## src/sv/lkvc_pkg.sv

```systemverilog
// ----------------------------------------------------------------------------
// lkvc_pkg
// Types and constants shared by the LRU key-value cache cells and top level.
// ----------------------------------------------------------------------------
package lkvc_pkg;

  // Store geometry
  localparam int Capacity = 8;
  localparam int KeyBits  = 32;
  localparam int DataBits = 32;

  // Request type codes
  localparam logic ReqGet = 1'b0;
  localparam logic ReqPut = 1'b1;

  // Request and response payloads
  typedef struct packed {
    logic        req_type;
    logic [31:0] key;
    logic [31:0] wdata;
  } lkvc_req_t;

  typedef struct packed {
    logic        hit;
    logic [31:0] rdata;
  } lkvc_rsp_t;

  // Token that walks down the row of cells, one cell per cycle.
  //   upd   : 0 = search pass, 1 = update pass
  //   done  : update pass has already placed its carried entry
  //   key   : request key
  //   data  : data found by the search pass
  //   ckey/cdata : entry carried toward the next cell in the update pass
  typedef struct packed {
    logic                live;
    logic                upd;
    logic                done;
    logic                hit;
    logic [KeyBits-1:0]  key;
    logic [DataBits-1:0] data;
    logic [KeyBits-1:0]  ckey;
    logic [DataBits-1:0] cdata;
  } lkvc_tok_t;

  // Controller states
  typedef enum logic [1:0] {
    StIdle,
    StBusy,
    StDone
  } lkvc_state_e;

endpackage

```

## src/sv/lkvc_cell.sv

```systemverilog
// ----------------------------------------------------------------------------
// lkvc_cell
// One entry of the recency-ordered store. Cell position equals recency rank:
// the update pass shifts entries one cell toward the tail until it reaches
// the old copy of the key or a free cell; whatever leaves the last cell is
// evicted.
// ----------------------------------------------------------------------------
module lkvc_cell (
  input  logic                clk_i,
  input  logic                rst_ni,
  input  lkvc_pkg::lkvc_tok_t tok_i,
  output lkvc_pkg::lkvc_tok_t tok_o
);

  logic                          vld_q, vld_d;
  logic [lkvc_pkg::KeyBits-1:0]  key_q, key_d;
  logic [lkvc_pkg::DataBits-1:0] val_q, val_d;
  lkvc_pkg::lkvc_tok_t           tok_q, tok_d;
  logic                          match;

  assign match = vld_q && (key_q == tok_i.key);

  // Compare, swap carried entry, and advance token
  always_comb begin
    tok_d = tok_i;
    vld_d = vld_q;
    key_d = key_q;
    val_d = val_q;
    if (tok_i.live) begin
      if (!tok_i.upd) begin
        if (match) begin
          tok_d.hit  = 1'b1;
          tok_d.data = val_q;
        end
      end else if (!tok_i.done) begin
        vld_d = 1'b1;
        key_d = tok_i.ckey;
        val_d = tok_i.cdata;
        if (match) begin
          tok_d.done = 1'b1;
          tok_d.hit  = 1'b1;
        end else if (!vld_q) begin
          tok_d.done = 1'b1;
        end else begin
          tok_d.ckey  = key_q;
          tok_d.cdata = val_q;
        end
      end
    end
  end

  // Hold valid bit and token under reset
  always_ff @(posedge clk_i or negedge rst_ni) begin
    if (!rst_ni) begin
      vld_q <= 1'b0;
      tok_q <= '0;
    end else begin
      vld_q <= vld_d;
      tok_q <= tok_d;
    end
  end

  // Entry payload
  always_ff @(posedge clk_i) begin
    key_q <= key_d;
    val_q <= val_d;
  end

  assign tok_o = tok_q;

endmodule

```

## src/sv/lru_key_value_cache_top.sv

```systemverilog
// ----------------------------------------------------------------------------
// lru_key_value_cache_top
// Fully associative key-value cache with LRU replacement, built as a row of
// cells ordered by recency with a token that walks the row.
//
//   channel | direction | handshake               | payload
//   --------+-----------+-------------------------+---------------------
//   req     | in        | req_valid_i/req_stall_o | req_i (type,key,data)
//   rsp     | out       | rsp_valid_o/rsp_stall_i | rsp_o (hit,rdata)
//
// A put takes one update walk over the Capacity cells. A get takes a search
// walk; a get hit adds an update walk that moves the entry to the front.
// Reset empties the store at once. The response register lets the next
// request enter while a response is stalled; a finished result waits in the
// controller if the response register is still full.
// ----------------------------------------------------------------------------
module lru_key_value_cache_top (
  input  logic                clk_i,
  input  logic                rst_ni,
  input  logic                req_valid_i,
  output logic                req_stall_o,
  input  lkvc_pkg::lkvc_req_t req_i,
  output logic                rsp_valid_o,
  input  logic                rsp_stall_i,
  output lkvc_pkg::lkvc_rsp_t rsp_o
);

  lkvc_pkg::lkvc_state_e         state_q, state_d;
  lkvc_pkg::lkvc_tok_t           tok_q, tok_d;
  lkvc_pkg::lkvc_tok_t           chain [lkvc_pkg::Capacity+1];
  lkvc_pkg::lkvc_tok_t           tail;
  logic                          is_put_q, is_put_d;
  logic                          res_hit_q, res_hit_d;
  logic [lkvc_pkg::DataBits-1:0] res_data_q, res_data_d;
  logic                          rsp_valid_q, rsp_valid_d;
  lkvc_pkg::lkvc_rsp_t           rsp_q, rsp_d;
  logic                          out_free;

  // Row of cells
  assign chain[0] = tok_q;
  for (genvar g = 0; g < lkvc_pkg::Capacity; g++) begin : g_cell
    lkvc_cell u_cell (
      .clk_i  (clk_i),
      .rst_ni (rst_ni),
      .tok_i  (chain[g]),
      .tok_o  (chain[g+1])
    );
  end
  assign tail = chain[lkvc_pkg::Capacity];

  assign out_free    = !rsp_valid_q || !rsp_stall_i;
  assign req_stall_o = (state_q != lkvc_pkg::StIdle);

  // Next state, token injection and result capture
  always_comb begin
    state_d     = state_q;
    tok_d       = '0;
    is_put_d    = is_put_q;
    res_hit_d   = res_hit_q;
    res_data_d  = res_data_q;
    rsp_valid_d = rsp_valid_q && rsp_stall_i;
    rsp_d       = rsp_q;
    case (state_q)
      lkvc_pkg::StIdle: begin
        if (req_valid_i) begin
          is_put_d   = (req_i.req_type == lkvc_pkg::ReqPut);
          tok_d.live = 1'b1;
          tok_d.upd  = (req_i.req_type == lkvc_pkg::ReqPut);
          tok_d.key  = lkvc_pkg::KeyBits'(req_i.key);
          tok_d.ckey = lkvc_pkg::KeyBits'(req_i.key);
          tok_d.cdata = (req_i.req_type == lkvc_pkg::ReqPut) ?
                        lkvc_pkg::DataBits'(req_i.wdata) : '0;
          state_d    = lkvc_pkg::StBusy;
        end
      end
      lkvc_pkg::StBusy: begin
        if (tail.live) begin
          if (!tail.upd && tail.hit) begin
            // Get hit: walk again to move the entry to the front
            res_data_d  = tail.data;
            tok_d.live  = 1'b1;
            tok_d.upd   = 1'b1;
            tok_d.key   = tail.key;
            tok_d.ckey  = tail.key;
            tok_d.cdata = tail.data;
          end else begin
            res_hit_d = tail.upd && tail.hit;
            if (is_put_q || !tail.upd) begin
              res_data_d = '0;
            end
            state_d = lkvc_pkg::StDone;
          end
        end
      end
      lkvc_pkg::StDone: begin
        if (out_free) begin
          rsp_valid_d = 1'b1;
          rsp_d.hit   = res_hit_q;
          rsp_d.rdata = 32'(res_data_q);
          state_d     = lkvc_pkg::StIdle;
        end
      end
      default: begin
        state_d = lkvc_pkg::StIdle;
      end
    endcase
  end

  // State register
  always_ff @(posedge clk_i or negedge rst_ni) begin
    if (!rst_ni) begin
      state_q     <= lkvc_pkg::StIdle;
      tok_q       <= '0;
      rsp_valid_q <= 1'b0;
    end else begin
      state_q     <= state_d;
      tok_q       <= tok_d;
      rsp_valid_q <= rsp_valid_d;
    end
  end

  // Result payload
  always_ff @(posedge clk_i) begin
    is_put_q   <= is_put_d;
    res_hit_q  <= res_hit_d;
    res_data_q <= res_data_d;
    rsp_q      <= rsp_d;
  end

  assign rsp_valid_o = rsp_valid_q;
  assign rsp_o       = rsp_q;

endmodule

```

## config.mk

```make
export PLATFORM = sky130hd
export DESIGN_NAME = lru_key_value_cache_top
export DESIGN_NICKNAME = d
export VERILOG_FILES = /design/src/sv/lkvc_pkg.sv /design/src/sv/lkvc_cell.sv /design/src/sv/lru_key_value_cache_top.sv
export SDC_FILE = /design/constraint.sdc
export NUM_CORES = 1
export LEC_CHECK = 0
export BUFFER_PORTS_ARGS = -buffer_cell sky130_fd_sc_hd__buf_2
export CORE_MARGIN = 10
export CORE_UTILIZATION = 62
export DETAILED_ROUTE_END_ITERATION = 6
export PLACE_DENSITY = 0.8
export SLEW_MARGIN = 40
export SYNTH_ARGS = -nofsm -noshare
export SYNTH_HDL_FRONTEND = slang
export SYNTH_HIERARCHICAL = 1
export SYNTH_SLANG_ARGS = --single-unit
```

## constraint.sdc

```tcl
create_clock -name clk_i -period 5.13 [get_ports clk_i]
set_input_delay 0.513 -clock clk_i [delete_from_list [all_inputs] [get_ports clk_i]]
set_output_delay 0.513 -clock clk_i [all_outputs]
set_load 0.02 [all_outputs]
```

==> impl_metrics.prom <==
# TYPE chip_impl_metric gauge
chip_impl_info{name="rsz0062_at_grt",value="false"} 1
chip_impl_metric{name="timing.reg2reg.worst_path_depth",unit=""} 6
chip_impl_info{name="reg2reg_from",value="g_cell[1].u_cell/key_q[20]$_DFFE_PP_"} 1
chip_impl_metric{name="dp_hpwl",unit="um"} 70600
chip_impl_metric{name="final_min_period_over_clock_period",unit=""} 0.724
chip_impl_metric{name="finalCriticalPeriod",unit="ns"} 3.72
chip_impl_metric{name="cap_viol_max_count",unit=""} 0
chip_impl_metric{name="setup.reg_to_reg.worst_slack",unit="ns"} 1.42
chip_impl_metric{name="multi_input_area",unit="sq mm"} 0.0150
chip_impl_info{name="path_type_of_the_worst_min_delay_path",value="input pin to flip-flop"} 1
chip_impl_metric{name="netlist_instances",unit=""} 2980
chip_impl_metric{name="drt_first_iter_violations",unit=""} 1845
chip_impl_metric{name="mappedNetlistArea",unit="sq mm"} 0.0598
chip_impl_metric{name="finalNetCount",unit=""} 3298
chip_impl_metric{name="post_cts_resized",unit=""} 0
chip_impl_metric{name="top_level_ports",unit=""} 104
chip_impl_metric{name="cts_buffers",unit=""} 153
chip_impl_metric{name="clock-sinks",unit=""} 1647
chip_impl_info{name="worstReg2RegEnd",value="g_cell[1].u_cell/tok_o[33]$_DFF_PN0_"} 1
chip_impl_metric{name="finalSetupTns",unit="ns"} 0
chip_impl_metric{name="drc_errors",unit=""} 0
chip_impl_info{name="clockRootBuffer",value="sky130_fd_sc_hd__clkbuf_16"} 1
chip_impl_metric{name="route.final.wire_length",unit="um"} 119000
chip_impl_metric{name="die_area",unit="sq mm"} 0.109
chip_impl_metric{name="standard_cell_core_area",unit="sq mm"} 0.0953
chip_impl_metric{name="power.ir.vdd_worst",unit="uV"} 335
chip_impl_metric{name="gr-usage-all-layers",unit=""} 0.222
chip_impl_metric{name="ctsHtreeMaxLevel",unit=""} 4
chip_impl_metric{name="die_height",unit="um"} 331
chip_impl_metric{name="maximum_number_of_pins_on_one_net_before_global_route_repair",unit=""} 147
chip_impl_metric{name="number_of_warnings_printed_during_yosys_synthesis",unit=""} 6
chip_impl_metric{name="fill_cells",unit=""} 5499
chip_impl_metric{name="fp.dieW",unit="um"} 331
chip_impl_metric{name="drt_pass1_iterations",unit=""} 5
chip_impl_metric{name="drt.antenna.violating_nets",unit=""} 0
chip_impl_metric{name="design_power_total",unit="mW"} 29.7
chip_impl_metric{name="synthesis.area_per_instance",unit="sq um"} 20.1
chip_impl_metric{name="port-buffer-count",unit=""} 103
chip_impl_info{name="critPathKind",value="flip-flop to flip-flop"} 1
chip_impl_metric{name="globalRouteOverflowTotal",unit=""} 0
chip_impl_metric{name="initial_core_util",unit=""} 0.628
chip_impl_metric{name="worst_skew_pair_later_pin_latency",unit="ns"} 0.75
chip_impl_metric{name="clkSlewWorstSetupHoldPaths",unit="ns"} 0.06
chip_impl_metric{name="antenna_found_initial",unit=""} 10
chip_impl_info{name="worst_setup_path_start_kind",value="flip-flop"} 1
chip_impl_info{name="tritoncts_clock_tree",value="built"} 1
chip_impl_metric{name="worstPathArrival",unit="ns"} 4.32
chip_impl_metric{name="max_freq",unit="MHz"} 269
chip_impl_metric{name="first_global_vias",unit=""} 29500
chip_impl_metric{name="power_leakage",unit="nW"} 29.4
chip_impl_metric{name="timing.final.setup_violations",unit=""} 0
chip_impl_metric{name="timing.final.hold_violations",unit=""} 0
chip_impl_metric{name="areaGrowthSynthToFinish",unit="%"} 12.1
chip_impl_metric{name="worstPathMaxFanout",unit=""} 36
chip_impl_info{name="crit_path_end_kind",value="flip-flop"} 1
chip_impl_metric{name="placementRows",unit=""} 113
chip_impl_metric{name="relSlewSlack",unit=""} 0.418
chip_impl_metric{name="timing_worst_slew_pin_value",unit="ns"} 0.873
chip_impl_metric{name="report.final.slew_viol_count",unit=""} 0
chip_impl_metric{name="vias_per_cell",unit=""} 5.72
chip_impl_info{name="cp_startpoint",value="g_cell[1].u_cell/key_q[20]$_DFFE_PP_"} 1
chip_impl_metric{name="proportion_of_layout_cells_with_a_drive_suffix_above_1",unit=""} 0.341
chip_impl_info{name="cp-endpoint",value="g_cell[1].u_cell/tok_o[33]$_DFF_PN0_"} 1
chip_impl_metric{name="power_per_cell_area",unit="mW/mm^2"} 444
chip_impl_metric{name="grt_first_pass_wirelength",unit="um"} 181000
chip_impl_metric{name="final.setup_skew",unit="ns"} 0.0291
chip_impl_info{name="result_of_the_run",value="finished clean"} 1
chip_impl_metric{name="wl_per_cell",unit="um"} 25.8
chip_impl_metric{name="clock_buffer_depth",unit=""} 3
chip_impl_metric{name="place_congestion",unit=""} 0.817
chip_impl_metric{name="vias",unit=""} 26500
chip_impl_metric{name="critPathRequiredTime",unit="ns"} 5.74
chip_impl_metric{name="sequential_cell_area",unit="sq mm"} 0.0441
==> layout by cell type (no fill, tap or decap), drive strengths merged, types with 2 or more instances in the layout <==
master          n
dfrtp        1068
mux2          704
edfxtp        579
xor2          256
clkbuf        217
buf           150
nor4           72
a32o           64
clkinv         44
conb           36
and2           33
nand2          19
or2            17
nand4          16
bufinv         14
inv            11
nor2            9
a2111oi         8
dlygate4sd3     8
o211a           7
o21ai           7
a31o            7
clkinvlp        3
diode           2
a21o            2
a21oi           2
==> metrics by stage <==
stage | cell area (sq um) | hold slack (ns) | std cells | utilization | setup slack (ns)
finish | 67000 | 0.0531 | 4628 | 0.703 | 1.42
global route | 67000 | 0.0425 | 4626 | 0.703 | 1.48
CTS | 66900 | 0.0252 | 4624 | 0.702 | 1.54
detailed placement | 61700 | 0.378 | 4329 | 0.647 | 1.57
global placement | 61600 | 0.377 | 4329 | 0.647 | 1.62
floorplan | 59900 | 0.217 | 3015 | - | 0.753
==> critical path, stage by stage, from the launching register on <==
cell and delay [ns]:
sky130_fd_sc_hd__edfxtp_1 0.42, sky130_fd_sc_hd__xor2_1 0.17, sky130_fd_sc_hd__nor4_1 0.71, sky130_fd_sc_hd__nand4_1 0.64
sky130_fd_sc_hd__o211a_4 0.67, sky130_fd_sc_hd__buf_4 0.48, sky130_fd_sc_hd__mux2_4 0.41
==> how the worst min path moves through the flow <==
stage / slack [ns] / from / cells after the start / endpoint
3_3_place_gp: 0.38 / g_cell[1].u_cell/tok_o[98]$_DFF_PN0_ / 0 / g_cell[2].u_cell/tok_o[98]$_DFF_PN0_
6_report: 0.05 / req_i[50] / 2 / chain[1106]$_DFF_PN0_
5_1_grt: 0.04 / req_i[50] / 2 / chain[1106]$_DFF_PN0_
3_5_place_dp: 0.38 / g_cell[6].u_cell/tok_o[100]$_DFF_PN0_ / 0 / g_cell[7].u_cell/tok_o[100]$_DFF_PN0_
2_1_floorplan: 0.22 / rst_ni / 0 / chain[1056]$_DFF_PN0_
4_1_cts: 0.03 / req_i[50] / 2 / chain[1106]$_DFF_PN0_
==> routing by layer <==
metal / wire length, um / vias up / part of all wire / GRT usage
met5: 21 / - / 0.00018 / 0
met4: 3810 / 4 / 0.032 / 0.0736
met3: 5270 / 225 / 0.044 / 0.0377
met2: 62800 / 606 / 0.53 / 0.387
met1: 47300 / 14300 / 0.40 / 0.282
li1: - / 11300 / - / -
==> report_power, final <==
part	internal, mW	switching (mW)	total [mW]
Sequential	15.1	0.849	16.0
Clock	6.68	4.83	11.5
Combinational	1.22	1.02	2.24
==> registers in the layout, summed over array words and instances (netlist names) <==
signal	flops
g_cell.u_cell/tok_o	991
g_cell.u_cell/key_q	256
g_cell.u_cell/val_q	256
chain	66
rsp_o	33
res_data_q	32
g_cell.u_cell/vld_q	8
state_q	2
is_put_q	1
res_hit_q	1
rsp_valid_o	1
==> final cells by class <==
cell class	count	share of cell area
clock buffer	217	0.0650
tap	1265	0.0236
antenna	2	0.0000747
timing repair buffer	158	0.0166
inverter	2	0.000112
sequential	1647	0.658
clock inverter	70	0.0124
multi-input combinational	1267	0.224
==> repair_timing <==
action                                 in CTS  in global routing
hold buffers                                8                  0
buffers inserted                            0                  0
endpoints found under the hold margin      93                  0
Note: power is estimated with default switching activity, not from simulation.
